==> config.mk <==
export PLATFORM = sky130hd
export DESIGN_NAME = exercise_rep_counter_unit
export DESIGN_NICKNAME = d
export VERILOG_FILES = /design/src/sv/erc_pkg.sv /design/src/sv/erc_mdu.sv /design/src/sv/exercise_rep_counter_unit.sv
export SDC_FILE = /design/constraint.sdc
export NUM_CORES = 1
export LEC_CHECK = 0
export BUFFER_PORTS_ARGS = -buffer_cell sky130_fd_sc_hd__buf_2
export CAP_MARGIN = 30
export CORE_MARGIN = 2
export CORE_UTILIZATION = 35
export CTS_CLUSTER_SIZE = 12
export DETAILED_ROUTE_END_ITERATION = 7
export PLACE_DENSITY = 0.59
export SLEW_MARGIN = 25
export SYNTH_ARGS = -nofsm -noshare
export SYNTH_HDL_FRONTEND = slang
export SYNTH_SLANG_ARGS = --single-unit
export TNS_END_PERCENT = 10
==> constraint.sdc <==
create_clock -name aclk -period 7.9 [get_ports aclk]
set_input_delay 0.79 -clock aclk [delete_from_list [all_inputs] [get_ports aclk]]
set_output_delay 0.79 -clock aclk [all_outputs]
set_load 0.05 [all_outputs]
==> src/sv/erc_pkg.sv <==
// Package: constants, phase codes and register indexes of the rep counter.
package erc_pkg;
    localparam int ADVANCE_TRIGGER_DEF     = 1229;
    localparam int REP_COMPLETE_DEF        = 614;
    localparam int MAX_PLAUSIBLE_ANGLE_DEF = 11520;
    localparam int TIME_WIDTH_DEF          = 32;

    localparam int ANGLE_W = 14;
    localparam int CFG_W   = 16;
    localparam int IDX_W   = 3;

    localparam logic [13:0] LEAN_OFF = 14'd11520;

    localparam logic [2:0] PH_IDLE      = 3'd0;
    localparam logic [2:0] PH_ALIGNING  = 3'd1;
    localparam logic [2:0] PH_READY     = 3'd2;
    localparam logic [2:0] PH_ADVANCING = 3'd3;
    localparam logic [2:0] PH_PEAK      = 3'd4;
    localparam logic [2:0] PH_RETURNING = 3'd5;

    localparam logic [IDX_W-1:0] REG_START    = 3'd0;
    localparam logic [IDX_W-1:0] REG_TARGET   = 3'd1;
    localparam logic [IDX_W-1:0] REG_DEPTH    = 3'd2;
    localparam logic [IDX_W-1:0] REG_LEAN     = 3'd3;
    localparam logic [IDX_W-1:0] REG_MIN_REP  = 3'd4;
    localparam logic [IDX_W-1:0] REG_MAX_REP  = 3'd5;
    localparam logic [IDX_W-1:0] REG_ALIGN    = 3'd6;
    localparam logic [IDX_W-1:0] REG_MIN_PLAU = 3'd7;

    typedef struct packed {
        logic start;
        logic mul;
    } mdu_cmd_t;
endpackage

==> src/sv/erc_mdu.sv <==
// Shared serial unit: signed restoring divide or shift-add multiply, one bit per cycle.
module erc_mdu
    import erc_pkg::*;
(
    input  logic               aclk,
    input  logic               aresetn,
    input  mdu_cmd_t           cmd,
    input  logic signed [31:0] op_a,
    input  logic signed [15:0] op_b,
    output logic               done,
    output logic signed [31:0] result
);
    logic        busy_reg;
    logic [4:0]  cnt_reg;
    logic        mul_reg;
    logic        neg_reg;
    logic [31:0] a_reg;
    logic [15:0] b_reg;
    logic [31:0] q_reg;
    logic [31:0] r_reg;
    logic [32:0] trial;
    logic [31:0] rsh;
    logic [31:0] abs_a;
    logic [15:0] abs_b;

    assign abs_a = op_a[31] ? 32'(-op_a) : op_a;
    assign abs_b = op_b[15] ? 16'(-op_b) : op_b;
    assign rsh   = {r_reg[30:0], a_reg[31]};
    assign trial = {1'b0, rsh} - {17'd0, b_reg};

    always_ff @(posedge aclk) begin
        if (!aresetn) begin
            busy_reg <= 1'b0;
            done     <= 1'b0;
        end else begin
            done <= 1'b0;
            if (cmd.start) begin
                busy_reg <= 1'b1;
                cnt_reg  <= 5'd31;
                mul_reg  <= cmd.mul;
                neg_reg  <= op_a[31] ^ op_b[15];
                a_reg    <= abs_a;
                b_reg    <= abs_b;
                q_reg    <= '0;
                r_reg    <= '0;
            end else if (busy_reg) begin
                if (mul_reg) begin
                    // a * b, b up to 16 bits: scan bits of b
                    if (b_reg[0]) q_reg <= q_reg + a_reg;
                    a_reg <= {a_reg[30:0], 1'b0};
                    b_reg <= {1'b0, b_reg[15:1]};
                end else begin
                    a_reg <= {a_reg[30:0], 1'b0};
                    if (!trial[32]) begin
                        r_reg <= trial[31:0];
                        q_reg <= {q_reg[30:0], 1'b1};
                    end else begin
                        r_reg <= rsh;
                        q_reg <= {q_reg[30:0], 1'b0};
                    end
                end
                cnt_reg <= cnt_reg - 5'd1;
                if (cnt_reg == 5'd0) begin
                    busy_reg <= 1'b0;
                    done     <= 1'b1;
                end
            end
        end
    end

    assign result = neg_reg ? 32'(-q_reg) : q_reg;
endmodule

==> src/sv/exercise_rep_counter_unit.sv <==
// Top level: pose-frame rep counter with a phase machine over a shared serial unit.
// Usage:
//   s_axis_* carries one pose frame per transfer; m_axis_* returns one status result
//   per frame. cfg_we/cfg_idx/cfg_data write the eight setup registers; the user must
//   write them only while idle, which the block itself does not enforce.
// Sequencing:
//   A valid frame runs the serial divide for progress, then the step and output
//   sequencer states. A frame that closes a rep also runs the serial multiply of the
//   peak angle check. Invalid frames skip the divide. The single divide/multiply unit
//   limits the rate; one frame is in work at a time and s_axis_tready is low meanwhile.
// Reset:
//   aresetn (synchronous, active low) clears counts, phase and registers to defaults.
// Stall:
//   The result is held in an output register until m_axis_tready; the next frame is
//   taken at the earliest in the cycle after the result has been transferred.
module exercise_rep_counter_unit
    import erc_pkg::*;
#(
    parameter int ADVANCE_TRIGGER     = ADVANCE_TRIGGER_DEF,
    parameter int REP_COMPLETE        = REP_COMPLETE_DEF,
    parameter int MAX_PLAUSIBLE_ANGLE = MAX_PLAUSIBLE_ANGLE_DEF,
    parameter int TIME_WIDTH          = TIME_WIDTH_DEF
) (
    input  logic              aclk,
    input  logic              aresetn,
    input  logic              s_axis_tvalid,
    output logic              s_axis_tready,
    // joint_angle[15:0], torso_lean[31:16], aligned[32], timestamp[64:33], pad
    input  logic [71:0]       s_axis_tdata,
    output logic              m_axis_tvalid,
    input  logic              m_axis_tready,
    // reps[15:0], fsm_state[18:16], violations[20:19],
    // progress_clamped[33:21], last_peak[49:34], pad
    output logic [55:0]       m_axis_tdata,
    input  logic              cfg_we,
    input  logic [IDX_W-1:0]  cfg_idx,
    input  logic [CFG_W-1:0]  cfg_data
);
    typedef enum logic [2:0] {S_IDLE, S_DIV, S_STEP, S_MUL, S_RESOLVE, S_OUT} seq_t;
    localparam logic signed [31:0] ADV = 32'(ADVANCE_TRIGGER);
    localparam logic signed [31:0] RC  = 32'(REP_COMPLETE);
    localparam logic signed [31:0] MPA = 32'(MAX_PLAUSIBLE_ANGLE);

    logic [13:0] start_reg, target_reg, lean_lim_reg, min_plau_reg;
    logic [12:0] depth_reg;
    logic [15:0] min_rep_reg, max_rep_reg, align_reg;

    seq_t        seq_reg;
    logic signed [15:0] joint_reg, lean_reg;
    logic        al_reg;
    logic [TIME_WIDTH-1:0] now_reg;
    logic        valid_reg;
    logic signed [15:0] prog_reg;

    logic [2:0]  phase_reg;
    logic [15:0] reps_reg;
    logic [1:0]  viol_reg;
    logic [TIME_WIDTH-1:0] att_start_reg, al_start_reg;
    logic        reached_reg, leaned_reg, await_reg, has_al_reg;
    logic signed [15:0] att_peak_reg, latched_reg, recent_reg;
    logic        out_valid_reg;
    logic [55:0] out_data_reg;

    mdu_cmd_t    cmd;
    logic signed [31:0] op_a, mdu_res;
    logic signed [15:0] op_b;
    logic        mdu_done;

    logic signed [15:0] span;
    logic [TIME_WIDTH-1:0] el_att, el_al;
    logic signed [31:0] q_sat_in;
    logic signed [15:0] q_sat;
    logic signed [31:0] angle;
    logic [12:0] shown;

    assign span   = 16'($signed({2'b0, target_reg})) - 16'($signed({2'b0, start_reg}));
    assign el_att = now_reg - att_start_reg;
    assign el_al  = now_reg - al_start_reg;
    assign q_sat_in = mdu_res;
    assign q_sat  = (q_sat_in > 32'sd32767) ? 16'sh7fff :
                    (q_sat_in < -32'sd32768) ? 16'sh8000 : q_sat_in[15:0];
    // C-style truncating /4096 of the product
    assign angle  = 32'($signed({18'd0, start_reg})) +
                    ((mdu_res < 0) ? -((-mdu_res) >>> 12) : (mdu_res >>> 12));

    erc_mdu u_mdu (
        .aclk    (aclk),
        .aresetn (aresetn),
        .cmd     (cmd),
        .op_a    (op_a),
        .op_b    (op_b),
        .done    (mdu_done),
        .result  (mdu_res)
    );

    always_comb begin
        cmd  = '0;
        op_a = 32'($signed({joint_reg, 12'd0})) - 32'($signed({6'd0, start_reg, 12'd0}));
        op_b = span;
        if (seq_reg == S_IDLE && s_axis_tvalid && s_axis_tready) begin
            cmd.start = !s_axis_tdata[15] && start_reg != target_reg;
            op_a = 32'($signed({s_axis_tdata[15:0], 12'd0}))
                 - 32'($signed({6'd0, start_reg, 12'd0}));
        end
        if (seq_reg == S_STEP && phase_reg == PH_RETURNING && valid_reg && al_reg
            && !(el_att > TIME_WIDTH'(max_rep_reg)) && 32'(prog_reg) < RC) begin
            cmd.start = 1'b1;
            cmd.mul   = 1'b1;
            op_a      = 32'(att_peak_reg);
        end
    end

    assign s_axis_tready = (seq_reg == S_IDLE) && !out_valid_reg;
    assign m_axis_tvalid = out_valid_reg;
    assign m_axis_tdata  = out_data_reg;
    assign shown = recent_reg < 0 ? 13'd0 : (recent_reg > 16'sd4096 ? 13'd4096
                                                                     : recent_reg[12:0]);

    always_ff @(posedge aclk) begin
        if (!aresetn) begin
            start_reg <= 14'd11520; target_reg <= 14'd5760; depth_reg <= 13'd3686;
            lean_lim_reg <= 14'd11520; min_rep_reg <= 16'd700; max_rep_reg <= 16'd6000;
            align_reg <= 16'd1000; min_plau_reg <= 14'd320;
            seq_reg <= S_IDLE; phase_reg <= PH_IDLE; reps_reg <= '0; viol_reg <= '0;
            att_start_reg <= '0; al_start_reg <= '0; reached_reg <= 1'b0;
            leaned_reg <= 1'b0; await_reg <= 1'b0; has_al_reg <= 1'b0;
            att_peak_reg <= '0; latched_reg <= '0; recent_reg <= '0;
            out_valid_reg <= 1'b0;
        end else begin
            if (cfg_we) begin
                unique case (cfg_idx)
                    REG_START:    start_reg    <= cfg_data[13:0];
                    REG_TARGET:   target_reg   <= cfg_data[13:0];
                    REG_DEPTH:    depth_reg    <= cfg_data[12:0];
                    REG_LEAN:     lean_lim_reg <= cfg_data[13:0];
                    REG_MIN_REP:  min_rep_reg  <= cfg_data;
                    REG_MAX_REP:  max_rep_reg  <= cfg_data;
                    REG_ALIGN:    align_reg    <= cfg_data;
                    REG_MIN_PLAU: min_plau_reg <= cfg_data[13:0];
                    default: ;
                endcase
            end
            if (out_valid_reg && m_axis_tready) out_valid_reg <= 1'b0;
            unique case (seq_reg)
                S_IDLE: if (s_axis_tvalid && s_axis_tready) begin
                    joint_reg <= s_axis_tdata[15:0];
                    lean_reg  <= s_axis_tdata[31:16];
                    al_reg    <= s_axis_tdata[32];
                    now_reg   <= TIME_WIDTH'(s_axis_tdata[64:33]);
                    valid_reg <= !s_axis_tdata[15] && start_reg != target_reg;
                    seq_reg   <= (!s_axis_tdata[15] && start_reg != target_reg) ? S_DIV
                                                                               : S_STEP;
                end
                S_DIV: if (mdu_done) begin
                    prog_reg   <= q_sat;
                    recent_reg <= q_sat;
                    seq_reg    <= S_STEP;
                end
                S_STEP: begin
                    seq_reg <= S_OUT;
                    if (!al_reg) begin
                        if (phase_reg != PH_IDLE) phase_reg <= PH_ALIGNING;
                        has_al_reg <= 1'b0;
                    end else begin
                        if (!has_al_reg) begin
                            has_al_reg   <= 1'b1;
                            al_start_reg <= now_reg;
                        end
                        if ((phase_reg == PH_ADVANCING || phase_reg == PH_PEAK ||
                             phase_reg == PH_RETURNING) && el_att > TIME_WIDTH'(max_rep_reg)) begin
                            phase_reg <= PH_READY;
                            await_reg <= 1'b1;
                        end else begin
                            if (valid_reg && (phase_reg == PH_ADVANCING ||
                                phase_reg == PH_PEAK || phase_reg == PH_RETURNING)
                                && prog_reg > att_peak_reg)
                                att_peak_reg <= prog_reg;
                            if ((phase_reg == PH_ADVANCING || phase_reg == PH_PEAK ||
                                 phase_reg == PH_RETURNING) && !lean_reg[15]
                                && lean_lim_reg < LEAN_OFF
                                && lean_reg[14:0] > {1'b0, lean_lim_reg})
                                leaned_reg <= 1'b1;
                            case (phase_reg)
                                PH_IDLE: phase_reg <= PH_ALIGNING;
                                PH_ALIGNING:
                                    if ((has_al_reg ? el_al : '0) >= TIME_WIDTH'(align_reg))
                                        phase_reg <= PH_READY;
                                PH_READY:
                                    if (valid_reg && 32'(prog_reg) < RC)
                                        await_reg <= 1'b0;
                                    else if (valid_reg && !await_reg && 32'(prog_reg) > ADV) begin
                                        att_start_reg <= now_reg;
                                        reached_reg   <= 1'b0;
                                        leaned_reg    <= 1'b0;
                                        att_peak_reg  <= prog_reg;
                                        phase_reg     <= PH_ADVANCING;
                                    end
                                PH_ADVANCING:
                                    if (valid_reg && prog_reg > $signed({3'b0, depth_reg})) begin
                                        reached_reg <= 1'b1;
                                        phase_reg   <= PH_PEAK;
                                    end else if (valid_reg && 32'(prog_reg) < ADV)
                                        phase_reg <= PH_RETURNING;
                                PH_PEAK:
                                    if (valid_reg && 32'(prog_reg) < ADV)
                                        phase_reg <= PH_RETURNING;
                                PH_RETURNING:
                                    if (valid_reg && 32'(prog_reg) < RC)
                                        seq_reg <= S_MUL;
                                    else if (valid_reg && 32'(prog_reg) > ADV)
                                        phase_reg <= PH_ADVANCING;
                                default: ;
                            endcase
                        end
                    end
                end
                S_MUL: if (mdu_done) seq_reg <= S_RESOLVE;
                S_RESOLVE: begin
                    phase_reg <= PH_READY;
                    seq_reg   <= S_OUT;
                    if (!(!reached_reg && el_att < TIME_WIDTH'(min_rep_reg)) &&
                        !(angle < 32'($signed({18'd0, min_plau_reg})) || angle > MPA)) begin
                        if (reps_reg != 16'hffff) reps_reg <= reps_reg + 16'd1;
                        latched_reg <= att_peak_reg;
                        viol_reg    <= {leaned_reg, !reached_reg};
                    end
                end
                S_OUT: begin
                    out_valid_reg <= 1'b1;
                    out_data_reg  <= {6'd0, latched_reg, shown, viol_reg, phase_reg, reps_reg};
                    seq_reg       <= S_IDLE;
                end
                default: seq_reg <= S_IDLE;
            endcase
        end
    end
endmodule

Word-level counts from Yosys, hierarchy flattened
Cells that the tools add are included.
W data, S select, Z words.
- bits of input ports: 96
- logic and storage cells: 256
- flip-flop bits (word level): 510
- output and inout bits: 58
- muxes and demuxes: 68
- reduce and logical (&&, ||, !) cells: 76
- bitwise logic cells: 6
- $add $sub $neg: 15
- eq/ne operators: 34
- order comparisons: 17
- operators with widths (kind ; count):
    $mux W32 ; 11
    $mux W16 ; 10
    $neg A32 Y32 ; 3
    $mux W31 ; 3
    $sub A32 B32 Y32 ; 2
    $sub A28 B27 Y29 ; 2
    $mux W3 ; 17
    $sub A32 B16 Y33 ; 1
    $add A15 B32 Y32 ; 1
    $add A32 B32 Y32 ; 1
    $ge A32 B16 Y1 ; 1
    $gt A32 B15 Y1 const B ; 1
    $gt A32 B16 Y1 ; 1
    $gt A32 B16 Y1 const B ; 1
    $lt A32 B1 Y1 const B ; 1
    $lt A32 B15 Y1 ; 1
    $lt A32 B16 Y1 ; 1
    $lt A32 B16 Y1 const B ; 1
    $neg A20 Y32 ; 1
    $reduce_and A3 Y1 ; 9
    $reduce_and A2 Y1 ; 13
    $logic_and A1 B1 Y1 ; 25
    $eq A3 B3 Y1 const B ; 8
    $ne A5 B5 Y1 const B ; 4
    45 further kinds ; 97

Depth between registers and ports, before layout
Gate-level depths: netlist (run 1).
- word-level depth: 11
- depth in mapped cells: 36
- gate-level depth less buffers: 33

By module
Synthesis (run 1) repeated with hierarchy kept, for this count alone.
- cell total of the unflattened synthesis: 3910
- area total of the unflattened synthesis: 33905.0 µm²
- by module, submodules not included (module ; seq. area each (µm²) ; cells an instance ; instances ; area each (µm²)):
    exercise_rep_counter_unit ; 9128.8 ; 2863 ; 1 ; 24400.9
    erc_mdu ; 3583.4 ; 1047 ; 1 ; 9504.1

Worst setup path before layout (run 1)
OpenSTA, ideal clock, no wires.
- path kind: register to register
- start point: register now_reg[0]
- end point: register u_mdu.q_reg[0], enable pin
- period minus slack after synthesis: 7.244 ns
- data arrival time: 6.812 ns
- cell stages (with the launch flop): 27
- slack: 0.656 ns
- path buffers: 1
- cells stage by stage: edfxtp_1 -> inv_1 -> ha_1 -> inv_1 -> fa_1 -> a21o_1 -> a21oi_1 -> o21bai_1 -> a2111oi_0 -> o21bai_1 -> a21oi_1 -> xnor2_1 -> ha_1 -> nor2b_1 -> o21ai_0 -> nand2b_1 -> a21oi_1 -> nor2b_1 -> o21ai_0 -> nand2b_1 -> a21oi_1 -> o21ai_0 -> o41a_1 -> nor4_1 -> nor2_1 -> clkbuf_1 -> a21oi_1
- longest elaborated chain between the ends: 8
- RTL lines (what ; line ; text):
    start, declared ; exercise_rep_counter_unit.sv:51 ; logic [TIME_WIDTH-1:0] now_reg;
    start signal, assigned ; exercise_rep_counter_unit.sv:149 ; now_reg <= TIME_WIDTH'(s_axis_tdata[64:33]);
    $sub A32 B32 Y32 (*) ; exercise_rep_counter_unit.sv:77 ; assign el_att = now_reg - att_start_reg;
    $gt A32 B16 Y1 (*) ; exercise_rep_counter_unit.sv:106 ; && !(el_att > TIME_WIDTH'(max_rep_reg)) && 32'(prog_reg) < RC) begin
    $logic_not A1 Y1 (*) ; exercise_rep_counter_unit.sv:106 ;
    $logic_and A1 B1 Y1 (*) (2 in series) ; exercise_rep_counter_unit.sv:106 ;
    $mux W2 (*) ; exercise_rep_counter_unit.sv:105 ; if (seq_reg == S_STEP && phase_reg == PH_RETURNING && valid_reg && al_reg
    $ne A3 B3 Y1 (no line) or $reduce_bool A2 Y1 (tied branches) ; - ;
    $reduce_and A3 Y1 (no line) (*) ; - ;
    end signal, assigned ; erc_mdu.sv:49 ; if (b_reg[0]) q_reg <= q_reg + a_reg;
    end signal, assigned ; erc_mdu.sv:56 ; q_reg <= {q_reg[30:0], 1'b1};
    end signal, assigned ; erc_mdu.sv:59 ; q_reg <= {q_reg[30:0], 1'b0};
    end, declared ; erc_mdu.sv:19 ; logic [31:0] q_reg;
Mark *: on every way between the ends. The rest lies on a longest branch, timed or not.
A chain may end at the register's enable or synchronous reset.

Final worst setup path (run 1)
- start point: register u_mdu.q_reg[0]
- end point: register reps_reg[5]
- longest elaborated chain between the ends: 11
- RTL lines (what ; line ; text):
    $neg A32 Y32 ; erc_mdu.sv:71 ; assign result = neg_reg ? 32'(-q_reg) : q_reg;
    $mux W32 (*) ; erc_mdu.sv:71 ;
    $neg A32 Y32 ; exercise_rep_counter_unit.sv:84 ; ((mdu_res < 0) ? -((-mdu_res) >>> 12) : (mdu_res >>> 12));
    $neg A20 Y32 ; exercise_rep_counter_unit.sv:84 ;
    $mux W32 (*) ; exercise_rep_counter_unit.sv:84 ;
    $add A15 B32 Y32 (*) ; exercise_rep_counter_unit.sv:83 ; assign angle = 32'($signed({18'd0, start_reg})) +
    $lt A32 B15 Y1 or $gt A32 B15 Y1 (tied branches) ; exercise_rep_counter_unit.sv:222 ; !(angle < 32'($signed({18'd0, min_plau_reg})) || angle > MPA)) begin
    $logic_or A1 B1 Y1 (*) ; exercise_rep_counter_unit.sv:222 ;
    $logic_not A1 Y1 (*) ; exercise_rep_counter_unit.sv:222 ;
    $logic_and A1 B1 Y1 (*) ; exercise_rep_counter_unit.sv:221 ; if (!(!reached_reg && el_att < TIME_WIDTH'(min_rep_reg)) &&
    $reduce_and A3 Y1 (no line) (*) ; - ;
    end signal, assigned ; exercise_rep_counter_unit.sv:223 ; if (reps_reg != 16'hffff) reps_reg <= reps_reg + 16'd1;
    end, declared ; exercise_rep_counter_unit.sv:56 ; logic [15:0] reps_reg;
Marked as above.

==> metrics.txt, run 1 <==
vias per inst 5.22; CORE AREA 93,300 sq um; most used cell, CP a21oi_1; Syn Area/Cell 8.61 sq um; final hold violation count 0; number of global-route vias before repair 26,300; run status completed; Critical R2R Capture reps_reg[5]; hpwl dp 69,300 um; worst-path maximum fanout 16; Die Height 311 um; Hold Path Class in2reg; reg2reg path depth 36; fin util 0.400; commonest non-fill, non-tap cells in the layout 519 x nand2_1, 376 x a21oi_1, 322 x inv_1; Startpoint Class flip-flop; Cell variety after synth 95; Compound-Gate Fraction of Synth Area 0.177; critical path class reg2reg; period utilization 0.943; CTS max path bufs 3; first-pass GRT wire length 147,000 um; layout cells sized above 1 0.101; ys async rst share 0; cell taking the most area after synthesis edfxtp_1; Detail Route Antenna Nets 0; Worst-path clk slew 0.06 ns; area share of the largest cell type after synthesis 0.228; proportion of synthesized area in mux cells 0.0280; clk_lat worst skew 0.65 ns; P per Cell Area 246 nW/um^2; Rows 112; routed len/inst 17.7 um; via count 27,400; combinational family with the most area after synthesis simple AND/OR/NAND/NOR gates; most common cell after layout, fill and taps aside nand2_1; Synth Area in Adders 0.103; Final GP Congestion 0.907; I/O pins 154; max-cap viol count 0; Worst Path Required 8.46 ns; # setup viols final 0; Largest register FFs 50; DRT iter0 DRCs 1,682; Synth area leaders edfxtp_1 23%, dfxtp_1 16%, ha_1 9.9%, nand2_1 5.9%, a21oi_1 5.8%; cell area after synthesis 32,900 sq um; Port Buf Inserts 140; Critical Path Max Stage Delay 0.51 ns; IR Drop Worst-Case VDD 0.000213 V; final instance area 37,400 sq um; Net count, final 4,313; router iterations before antenna repair 5; R2R setup slack 0.45 ns; post-cts hold buffer count 0; die width 311 um; synthesis warning total 0; WHS Path Cells 1; H-tree levels 2; clock sink count 510; Syn-to-layout area delta 13.4%; crit path DAT 8.01 ns; largest net degree at the start of global routing 95; post-synthesis register bit count 510; Top FF cell, synth dfxtp_1; EDFF count, synth 250; Critical Path End Type flip-flop; GR Overflow Total 0; Total Routing Usage GR 0.187; HP Start s_axis_tdata[25]; CTS tree done; clock skew 0.0212 ns; Pwr Total 9.18 mW; Post-Syn Instances 3,827; total wire length 92,900 um; Slowest cell on crit path or4b_4; DP Area 35,300 sq um; xor/xnor share of the synthesized area 0.0526; Worst Tran Pin Value 0.978 ns; Synth Area in Simple Gates 0.195; initial antenna violation count 3; reg2reg start u_mdu.q_reg[0]; final routed DRC violation total 0; Tmin final 7.45 ns; leakage 14.2 nW; WHS Endpoint lean_reg[9]; Root Driver clkbuf_16; initial core utilization 0.353; full die area 96,600 sq um; Num CTS Buffers 59; Seq/Total Area, Yosys 0.386; Max Transition Viols Final 0; Fmax 134 MHz; Rel. slew slack 0.347
## routing by layer
metal / vias to the layer above / part of all wire / global-route usage
met5: - / 0 / 0
met3: 129 / 0.037 / 0.0189
met2: 507 / 0.47 / 0.318
li1: 13800 / - / -
met4: 0 / 0.030 / 0.0580
met1: 13000 / 0.46 / 0.251
## power by group
part | total (mW) | internal, mW | switching [mW]
clock network | 2.85 | 1.69 | 1.16
registers | 3.26 | 3.06 | 0.203
logic | 3.07 | 1.21 | 1.85
total | 9.18 | 5.96 | 3.22
## synth_stat cells (50+ instances only)
library cell,count
ha_1,261
xnor2_1,132
and2_1,50
xor2_1,64
nor2_1,306
inv_1,323
mux2i_1,72
nor3_1,83
dfxtp_1,260
a21oi_1,383
o211ai_1,52
clkbuf_1,126
nand3_1,67
o21ai_0,142
nand2_1,519
edfxtp_1,250
## critical path: cells and delay by family, from the launching register on
kind | cells | cell delay, ns
compound gates | 16 | 2.49
simple gates | 7 | 2.02
fa+ha+maj | 4 | 1.25
buf+inv | 6 | 0.76
flops | 1 | 0.38
xor+xnor | 2 | 0.25
mux | 1 | 0.18
## how the worst max path moves through the flow
stage | depth (start not counted) | end | from | slack, ns
2_1_floorplan | 26 | u_mdu.q_reg[0] | now_reg[0] | 0.66
3_3_place_gp | 35 | reps_reg[5] | u_mdu.q_reg[1] | 0.28
3_5_place_dp | 35 | reps_reg[5] | u_mdu.q_reg[0] | 0.25
4_1_cts | 35 | reps_reg[5] | u_mdu.q_reg[0] | 0.19
5_1_grt | 31 | reps_reg[5] | u_mdu.q_reg[1] | -0.004
6_report | 36 | reps_reg[5] | u_mdu.q_reg[0] | 0.45
## cell families after synthesis
logic type | Yosys count
simple gates | 1352
other cells | 1
buf+inv | 486
fa+ha+maj | 268
xor+xnor | 197
flops | 510
compound gates | 923
mux | 90
## through the flow
stage                     hold WS [ns]  instances  setup WS (ns)  setup TNS, ns
final                            0.320       5254          0.448              0
after global routing             0.294       5252       -0.00418       -0.00418
after CTS                        0.278       5249          0.193              0
after detailed placement         0.414       5139          0.248              0
after global placement           0.419       5138          0.277              0
after floorplan                  0.408       3833          0.656              0
## repair_timing
| action | CTS | global route |
|---|---|---|
| endpoints found under the setup margin | 0 | 34 |
| buffers inserted | 0 | 1 |
| resized for setup | 0 | 16 |
## layout make-up
class                      count  area (sq um)
clock buffer                  83          1680
fill                        9488         56000
antenna                        2          5.00
timing repair buffer         217          1320
tap                         1254          1570
clock inverter                27           328
multi-input combinational   2837         18500
sequential                   510         12700
inverter                     324          1220
Power figures use the tool's default switching activity.
==> run 2, diff against run 1 <==
--- a/config.mk
+++ b/config.mk
@@ -5,6 +5,7 @@
 export SDC_FILE = /design/constraint.sdc
 export NUM_CORES = 1
 export LEC_CHECK = 0
+export ABC_AREA = 1
 export BUFFER_PORTS_ARGS = -buffer_cell sky130_fd_sc_hd__buf_2
 export CAP_MARGIN = 30
 export CORE_MARGIN = 2
==> constraint.sdc (replaced) <==
create_clock -name aclk -period 7.6 [get_ports aclk]
set_input_delay 0.76 -clock aclk [delete_from_list [all_inputs] [get_ports aclk]]
set_output_delay 0.76 -clock aclk [all_outputs]
set_load 0.05 [all_outputs]
==> metrics.txt, run 2 <==
run status completed; Syn-to-layout area delta 12.0%; Startpoint Class flip-flop; initial core utilization 0.352 (-0.00103); reg2reg path depth 42 (+17%); Sw Share 0.396 (+0.0451); list of most frequent post-synthesis cells 870 x nand2_1, 583 x inv_1, 487 x nor2_1, 408 x a21oi_1, 338 x o21ai_0; Root Driver clkbuf_16; Pint 6.33 mW (+6.2%); area share of the largest cell type after synthesis 0.221 (-0.00666); Tmin final 6.81 ns (-0.642 ns); Die Height 315 um (+1.5%); IR Drop Worst-Case VDD 0.000182 V (-14%); placed instance count 5,860 (+14%); cell taking the most area after synthesis edfxtp_1; worst-path maximum fanout 38 (+22); Max Transition Viols Final 0 (unchanged); Seq/Total Area, Yosys 0.375 (-0.0113); crit path DAT 7.33 ns (-0.68 ns); cell family with most CP delay simple AND/OR/NAND/NOR gates; Logic pwr share 0.390 (+0.056); synthesis warning total 0 (unchanged); total net switching power 4.15 mW (+29%); Largest register FFs 50 (unchanged); crit path capture latched_reg[9]; crit path buf inv count 5 (-1); Worst Path Required 8.12 ns (-0.34 ns); max-cap viol count 0 (unchanged); DRT iter0 DRCs 1,921 (+14%); Num CTS Buffers 60 (+1.7%); total wire length 99,100 um (+6.7%); Hold Path Class in2reg; Worst-path clk slew 0.06 ns (about the same); Slowest cell on crit path edfxtp_1; clock sink count 510 (unchanged); number of global-route vias before repair 28,300 (+7.6%); first-pass GRT wire length 155,000 um (+5.9%); Total Routing Usage GR 0.196 (+0.00830); largest net degree at the start of global routing 89 (-6.3%); ys async rst share 0 (unchanged); fin util 0.394 (-0.00606); Detail Route Antenna Nets 0 (unchanged); Syn Area/Cell 7.49 sq um (-13%); highest metal used met5; CORE AREA 96,400 sq um (+3.3%); period utilization 0.896 (-0.0472); final routed DRC violation total 0 (unchanged); Fin Setup TNS 0 ns (unchanged); via count 30,100 (+9.8%); H-tree levels 2 (unchanged); CTS max path bufs 3 (unchanged); CTS tree done; Post-Syn Instances 4,532 (+18%); Critical Path Max Stage Delay 0.45 ns (-0.06 ns); commonest non-fill, non-tap cells in the layout 869 x nand2_1, 582 x inv_1, 483 x nor2_1; Top FF cell, synth dfxtp_1; routed length on met1 44,900 um (+4.6%); die width 315 um (+1.5%); reg2reg start u_mdu.q_reg[0]; leakage 16.3 nW (+14%); final instance area 38,000 sq um (+1.7%); vias per inst 5.04 (-3.4%); top-count cell post-synth nand2_1; cell area after synthesis 33,900 sq um (+3.0%); DP Area 36,000 sq um (+2.1%); clk_lat worst skew 0.66 ns (about the same); I/O pins 154 (unchanged); hpwl dp 75,700 um (+9.2%); Rel. slew slack 0.360 (+0.0131); Worst Tran Pin Value 0.952 ns (-0.0252 ns); R2R setup slack 0.79 ns (+0.34 ns); most used cell, CP nand2_1; Cell variety after synth 69 (-27%); final hold violation count 0 (unchanged); Final GP Congestion 0.939 (+3.5%); Met3 Routed Length 3590 um (+3.3%); most common cell after layout, fill and taps aside nand2_1; Pwr Total 10.5 mW (+14%); router iterations before antenna repair 6 (+1); routed len/inst 16.6 um (-6.2%); Fmax 147 MHz (+9.4%); clock skew 0.0351 ns (+0.0139 ns); RSZ-0062 raised after global routing false; Critical Path End Type flip-flop; Synth area leaders edfxtp_1 22%, dfxtp_1 15%, ha_1 9.6%, nand2_1 9.6%, inv_1 6.4%; P per Cell Area 276 nW/um^2 (+12%); full die area 99,500 sq um (+3.0%); Net count, final 5,012 (+16%); GR Overflow Total 0 (unchanged); met2 wire length 47,300 um (+8.4%); Final WS setup 0.789 ns (+0.342 ns); # setup viols final 0 (unchanged); Post-CTS Resized 0 (unchanged); clock power share 0.280 (-0.030); initial antenna violation count 4 (+1); layout cells sized above 1 0.0864 (-0.0144); Critical R2R Capture latched_reg[9]; hold slack 0.279 ns (-0.0412 ns); Seq pwr share 0.331 (-0.025); critical path class reg2reg; Post-Layout Cell Count 5,974 (+14%); Post-CTS Setup Inserts 0 (unchanged); Ant. Diodes 0 (-2); post-synthesis register bit count 510 (unchanged); Critical Path Start u_mdu.q_reg[0]; Port Buf Inserts 140 (unchanged); Rows 114 (+1.8%); EDFF count, synth 250 (unchanged); post-cts hold buffer count 0 (unchanged); DP Worst Slack 0.875 ns (+0.627 ns); Crit path depth 42 (+17%)
## run 2: power groups by stage
stage	clock (mW)	combinational [mW]	sequential, mW
after floorplan	0	3.02	3.46
after global placement	0	4.02	3.52
after detailed placement	0	4.07	3.52
after CTS	3.02	4.08	3.46
after global routing	3.12	4.65	3.49
final	2.93	4.08	3.46
## run 2: final cells by class
| class | instances | area [sq um] |
|---|---|---|
| inverters | 607 | 2280 |
| flip-flops and latches | 510 | 12700 |
| well taps | 1276 | 1600 |
| clock buffers | 81 | 1640 |
| fillers | 10100 | 58400 |
| repair buffers | 180 | 1040 |
| clock inverters | 31 | 329 |
| multi-input cells | 3289 | 18400 |
## run 2: how the worst min path moves through the flow
stage | slack [ns] | start | depth (start not counted) | endpoint
6_report | 0.28 | s_axis_tdata[32] | 1 | al_reg
5_1_grt | 0.24 | s_axis_tdata[32] | 1 | al_reg
4_1_cts | 0.23 | s_axis_tdata[32] | 1 | al_reg
3_5_place_dp | 0.41 | latched_reg[8] | 0 | m_axis_tdata[42]
3_3_place_gp | 0.42 | latched_reg[0] | 0 | m_axis_tdata[34]
2_1_floorplan | 0.40 | viol_reg[1] | 0 | m_axis_tdata[20]
## run 2: kinds of logic (layout without fill, tap and decap cells)
group | count (synthesis) | count (layout) | share of synthesized area
DFF | 510 | 510 | 0.375
adders and majority gates | 268 | 268 | 0.100
other | 1 | 7 | 0.000111
buffers and inverters | 739 | 899 | 0.0843
and+or+nand+nor | 1897 | 1897 | 0.243
AOI/OAI and AO/OA | 985 | 985 | 0.163
xor gates and xnor gates | 130 | 130 | 0.0336
muxes | 2 | 2 | 0.000590
## run 2: layer usage
metal,up-vias,track usage
li1,15500,-
met2,577,0.339
met1,13900,0.253
met5,-,0
met3,159,0.0220
met4,2,0.0642
